===== config.mk =====
export PLATFORM = sky130hd
export DESIGN_NAME = vra_div_cell
export DESIGN_NICKNAME = d
export VERILOG_FILES = /design/src/vra_pkg.sv /design/src/vra_div_cell.sv
export SDC_FILE = /design/constraint.sdc
export NUM_CORES = 1
export LEC_CHECK = 0
export BUFFER_PORTS_ARGS = -buffer_cell sky130_fd_sc_hd__buf_2
export CAP_MARGIN = 20
export CORE_MARGIN = 2
export CORE_UTILIZATION = 42
export CTS_BUF_LIST = sky130_fd_sc_hd__clkbuf_8
export CTS_CLUSTER_SIZE = 40
export DETAILED_ROUTE_END_ITERATION = 8
export GPL_TIMING_DRIVEN = 0
export PLACE_DENSITY = 0.79
export RECOVER_POWER = 25
export SKIP_CTS_REPAIR_TIMING = 1
export SLEW_MARGIN = 30
export SYNTH_ARGS = -nofsm -noshare
export SYNTH_HDL_FRONTEND = slang
export SYNTH_SLANG_ARGS = --single-unit

===== constraint.sdc =====
create_clock -name clk -period 6.55 [get_ports clk]
set_clock_uncertainty 0.2 [all_clocks]
set_input_delay 0.3275 -clock clk [delete_from_list [all_inputs] [get_ports clk]]
set_output_delay 0.3275 -clock clk [all_outputs]
set_load 0.01 [all_outputs]

===== src/vra_pkg.sv =====
// ----------------------------------------------------------------------------
// vra_pkg: shared widths, status codes and divider lane type
// Constants and types used by the reflection core and its divider cells.
// ----------------------------------------------------------------------------
package vra_pkg;

  localparam int CW  = 16;          // component width
  localparam int QW  = CW + 1;      // quotient bits, |q| <= 2|v| < 2^(CW+1)
  localparam int DW  = 2 * CW;      // squared axis length
  localparam int RW  = DW + 1;      // partial remainder
  localparam int MW  = 2 * CW + 1;  // magnitude of 2*dot
  localparam int DSW = 2 * CW + 2;  // signed 2*dot
  localparam int PW  = 3 * CW;      // |2*dot| * |a_i|
  localparam int XW  = CW + 3;      // final difference before clamp

  localparam logic [1:0] STAT_OK   = 2'd0;
  localparam logic [1:0] STAT_SAT  = 2'd1;
  localparam logic [1:0] STAT_ZERO = 2'd2;

  typedef struct packed {
    logic                   valid;
    logic                   zero;
    logic [2:0]             neg;
    logic [2:0][CW-1:0]     v;
    logic [DW-1:0]          d;
    logic [2:0][RW-1:0]     rem;
    logic [2:0][QW-1:0]     sh;    // dividend bits out, quotient bits in
  } div_lane_t;

endpackage


===== src/vra_div_cell.sv =====
// ----------------------------------------------------------------------------
// vra_div_cell: one restoring division step for three components
// Shifts in one dividend bit per component, subtracts the divisor when it fits.
// ----------------------------------------------------------------------------
module vra_div_cell (
  input  logic               clk,
  input  logic               rst_n,
  input  logic               en,
  input  vra_pkg::div_lane_t din,
  output vra_pkg::div_lane_t dout
);

  vra_pkg::div_lane_t dout_r, dout_nxt;
  logic [vra_pkg::RW-1:0] trial [3];
  logic                   fits  [3];

  always_comb begin
    dout_nxt = din;
    for (int i = 0; i < 3; i++) begin
      trial[i] = {din.rem[i][vra_pkg::RW-2:0], din.sh[i][vra_pkg::QW-1]};
      fits[i]  = trial[i] >= {1'b0, din.d};
      dout_nxt.rem[i] = fits[i] ? (trial[i] - {1'b0, din.d}) : trial[i];
      dout_nxt.sh[i]  = {din.sh[i][vra_pkg::QW-2:0], fits[i]};
    end
  end

  always_ff @(posedge clk) begin
    if (!rst_n) begin
      dout_r.valid <= 1'b0;
    end else if (en) begin
      dout_r <= dout_nxt;
    end
  end

  assign dout = dout_r;

endmodule


==> flow_metrics.env <==
export IMPL_holdPathStages=3
export IMPL_fillers=2479
export IMPL_syn_inst=1166
export IMPL_grt_pass1_wl_um=68700
export IMPL_worstSetupEndpointType="register"
export IMPL_cts_buffer_depth=3
export IMPL_synthToLayoutAreaGrowth_pct=45.1
export IMPL_synth_nets=1503
export IMPL_critical_path_class="input pin to register"
export IMPL_grt_start_max_net_pins=49
export IMPL_ant_nets=0
export IMPL_grt_overflow_total=0
export IMPL_async_reset_ff_frac=0
export IMPL_cts_tree="done"
export IMPL_ys_flop_type="edfxtp_1"
export IMPL_p_switching_w=0.00137
export IMPL_p_clk_frac=0.327
export IMPL_via_per_inst=5.45
export IMPL_cp_required_ps=6660
export IMPL_intPower_w=0.00318
export IMPL_syn_avg_cell_area_um2=11.5
export IMPL_finalCriticalPeriod_ps=4390
export IMPL_drive_above_1_share=0.296
export IMPL_synth_seq_cells=235
export IMPL_final_cell_mix="buf_2 (452), edfxtp_1 (234), dlygate4sd3_1 (222), a21oi_1 (140), nor2_1 (100)"
export IMPL_seqPwrFrac=0.410
export IMPL_netlist_area_um2=13400
export IMPL_ys_types=76
export IMPL_grt_pass1_vias=11526
export IMPL_rsz0062_at_grt="no"
export IMPL_worstMarginPinSlew_ps=2300
export IMPL_numClockSinks=235
export IMPL_fp_row_count=65
export IMPL_r2r_cells=3
export IMPL_port_buffers=469
export IMPL_worstPathArrival_ps=4500
export IMPL_drc=0
export IMPL_place_gp_congestion=0.955
export IMPL_hp_class="input pin to register"
export IMPL_final_util=0.616
export IMPL_finalNetCount=2244
export IMPL_hold_slack_ps=-38.7
export IMPL_clk_pin_slew_ps=60
export IMPL_synth_edff_count=234
export IMPL_core_um2=31500
export IMPL_place_ws_ps=2530
export IMPL_htree_levels=2
export IMPL_ir_drop_v=0.000133
export IMPL_wl_um=52000
export IMPL_setup_viol=0
export IMPL_status="finished with violations"
export IMPL_hold_violations=4
export IMPL_failed_checks="hold timing, capacitance limit, slew limit"
export IMPL_dr_first_iter_drc_count=784
export IMPL_setup_tns_ps=0
export IMPL_power_w=0.00455
export IMPL_final_common_cell="buf_2"
export IMPL_dr_total_vias=12761
export IMPL_cts_made_buffers=43
export IMPL_cts_root_buffer="clkbuf_8"
export IMPL_wl_per_cell_um=22.2
export IMPL_comb_power_share=0.263
export IMPL_power_density_nw_per_um2=234
export IMPL_largest_reg_flops=235
export IMPL_synth_warnings=0
export IMPL_firstDrtPassIters=8
export IMPL_fin_ws_ps=2160
export IMPL_dp_hpwl_um=38000
export IMPL_maxSlewViolCount=41
export IMPL_pin_count=473
export IMPL_power_leakage_nw=8.40
export IMPL_die_width_um=182
export IMPL_ys_seq_area_frac=0.527
export IMPL_synth_top_area_frac=0.525
export IMPL_antenna_found_initial=3
export IMPL_dieArea_um2=33300
export IMPL_track_usage=0.274
export IMPL_maxCapViolCount=1
export IMPL_crit_fanout=10
export IMPL_start_util=0.425
export IMPL_die_h_um=182
export IMPL_swShare=0.301
export IMPL_slew_headroom=-0.531
export IMPL_max_clock_freq_ghz=0.228
export IMPL_clock_latency_ps=550
export IMPL_post_route_period_util=0.670
export IMPL_cp_start_kind="input pin"
export IMPL_synth_area_leaders="edfxtp_1 (53%), ha_1 (9.0%), a21oi_1 (5.2%), xnor2_1 (3.0%), nor2_1 (2.8%)"
export IMPL_yosysTopAreaCell="edfxtp_1"
[cell families (layout without fill, tap and decap cells)]
family	count (synthesis)	after routing	synth area share
compound gates	350	350	0.166
simple gates	285	285	0.103
flops	235	235	0.527
fa+ha+maj	99	99	0.0943
buf+inv	84	858	0.0279
xor+xnor	76	76	0.0498
mux	37	37	0.0325
other cells	0	1	0
[critical path, stage by stage]
cell	delay [ps]
dlygate4sd3_1	520
clkbuf_1	440
inv_1	270
ha_1	350
nor2b_1	170
o31a_1	200
o31a_1	200
o22ai_2	150
o21ai_1	390
a21oi_2	200
a21oi_2	440
buf_2	430
mux2_2	390
[final timing paths]
path / to / slack (ps) / from
worst max-delay path: dout[137] / 2160 / din[151]
worst min-delay path: dout[95] / -40 / din[94]
worst max register to register: dout[234] / 5120 / dout[234]
worst min register to register: dout[234] / 960 / dout[234]
[synthesized netlist by cell type, types with 4 or more instances]
library cell and n:
ha_1 96, nand2b_1 14, inv_1 51, a21boi_0 5
and3_1 10, nor3_1 9, o31ai_1 5, buf_2 10
a221oi_1 4, and2_1 9, a21o_1 41, o21a_1 12
nand4_1 15, o21bai_1 8, mux2_2 29, a41oi_1 4
nand2_1 57, o2111ai_1 5, nor2b_1 14, xnor2_1 46
o21ai_0 59, edfxtp_1 234, o31a_1 6, mux2_4 5
clkbuf_1 16, a21oi_2 6, xor2_1 30, nand3b_1 4
nor4_1 6, nor2_1 100, a21oi_1 140, buf_6 5
nand3_1 31, a31oi_1 13, o21ai_1 5, a211o_1 4
[routing by layer]
| metal | vias up | global-route usage | share of wire |
|---|---|---|---|
| met1 | 6040 | 0.316 | 0.37 |
| met3 | 141 | 0.0744 | 0.073 |
| li1 | 5917 | - | - |
| met5 | - | 0 | 0.00044 |
| met2 | 659 | 0.484 | 0.51 |
| met4 | 4 | 0.110 | 0.047 |
[stage by stage]
stage	cell area [µm²]	cells
after floorplan	13400	1166
after global placement	16200	2037
after detailed placement	16300	2042
after CTS	17200	2120
after global routing	19400	2343
final	19400	2343
[area by class of cell]
cell class,count,area (µm²),share of cell area
Multi-Input combinational cell,847,5950,0.307
Timing Repair Buffer,696,4630,0.239
Sequential cell,235,7050,0.363
Tap cell,402,503,0.0259
Clock buffer,51,702,0.0362
Inverter,51,191,0.00987
Clock inverter,27,189,0.00974
Antenna cell,1,2.50,0.000129
Buffer,33,181,0.00935
[power groups by stage]
stage	Clock (W)	Sequential (W)	Combinational (W)
floorplan	0	0.00197	0.000584
global placement	0	0.00191	0.00104
detailed placement	0	0.00189	0.00106
CTS	0.00150	0.00186	0.00107
global route	0.00157	0.00187	0.00129
finish	0.00149	0.00187	0.00119
No activity file was read; power rests on OpenSTA's default activity.
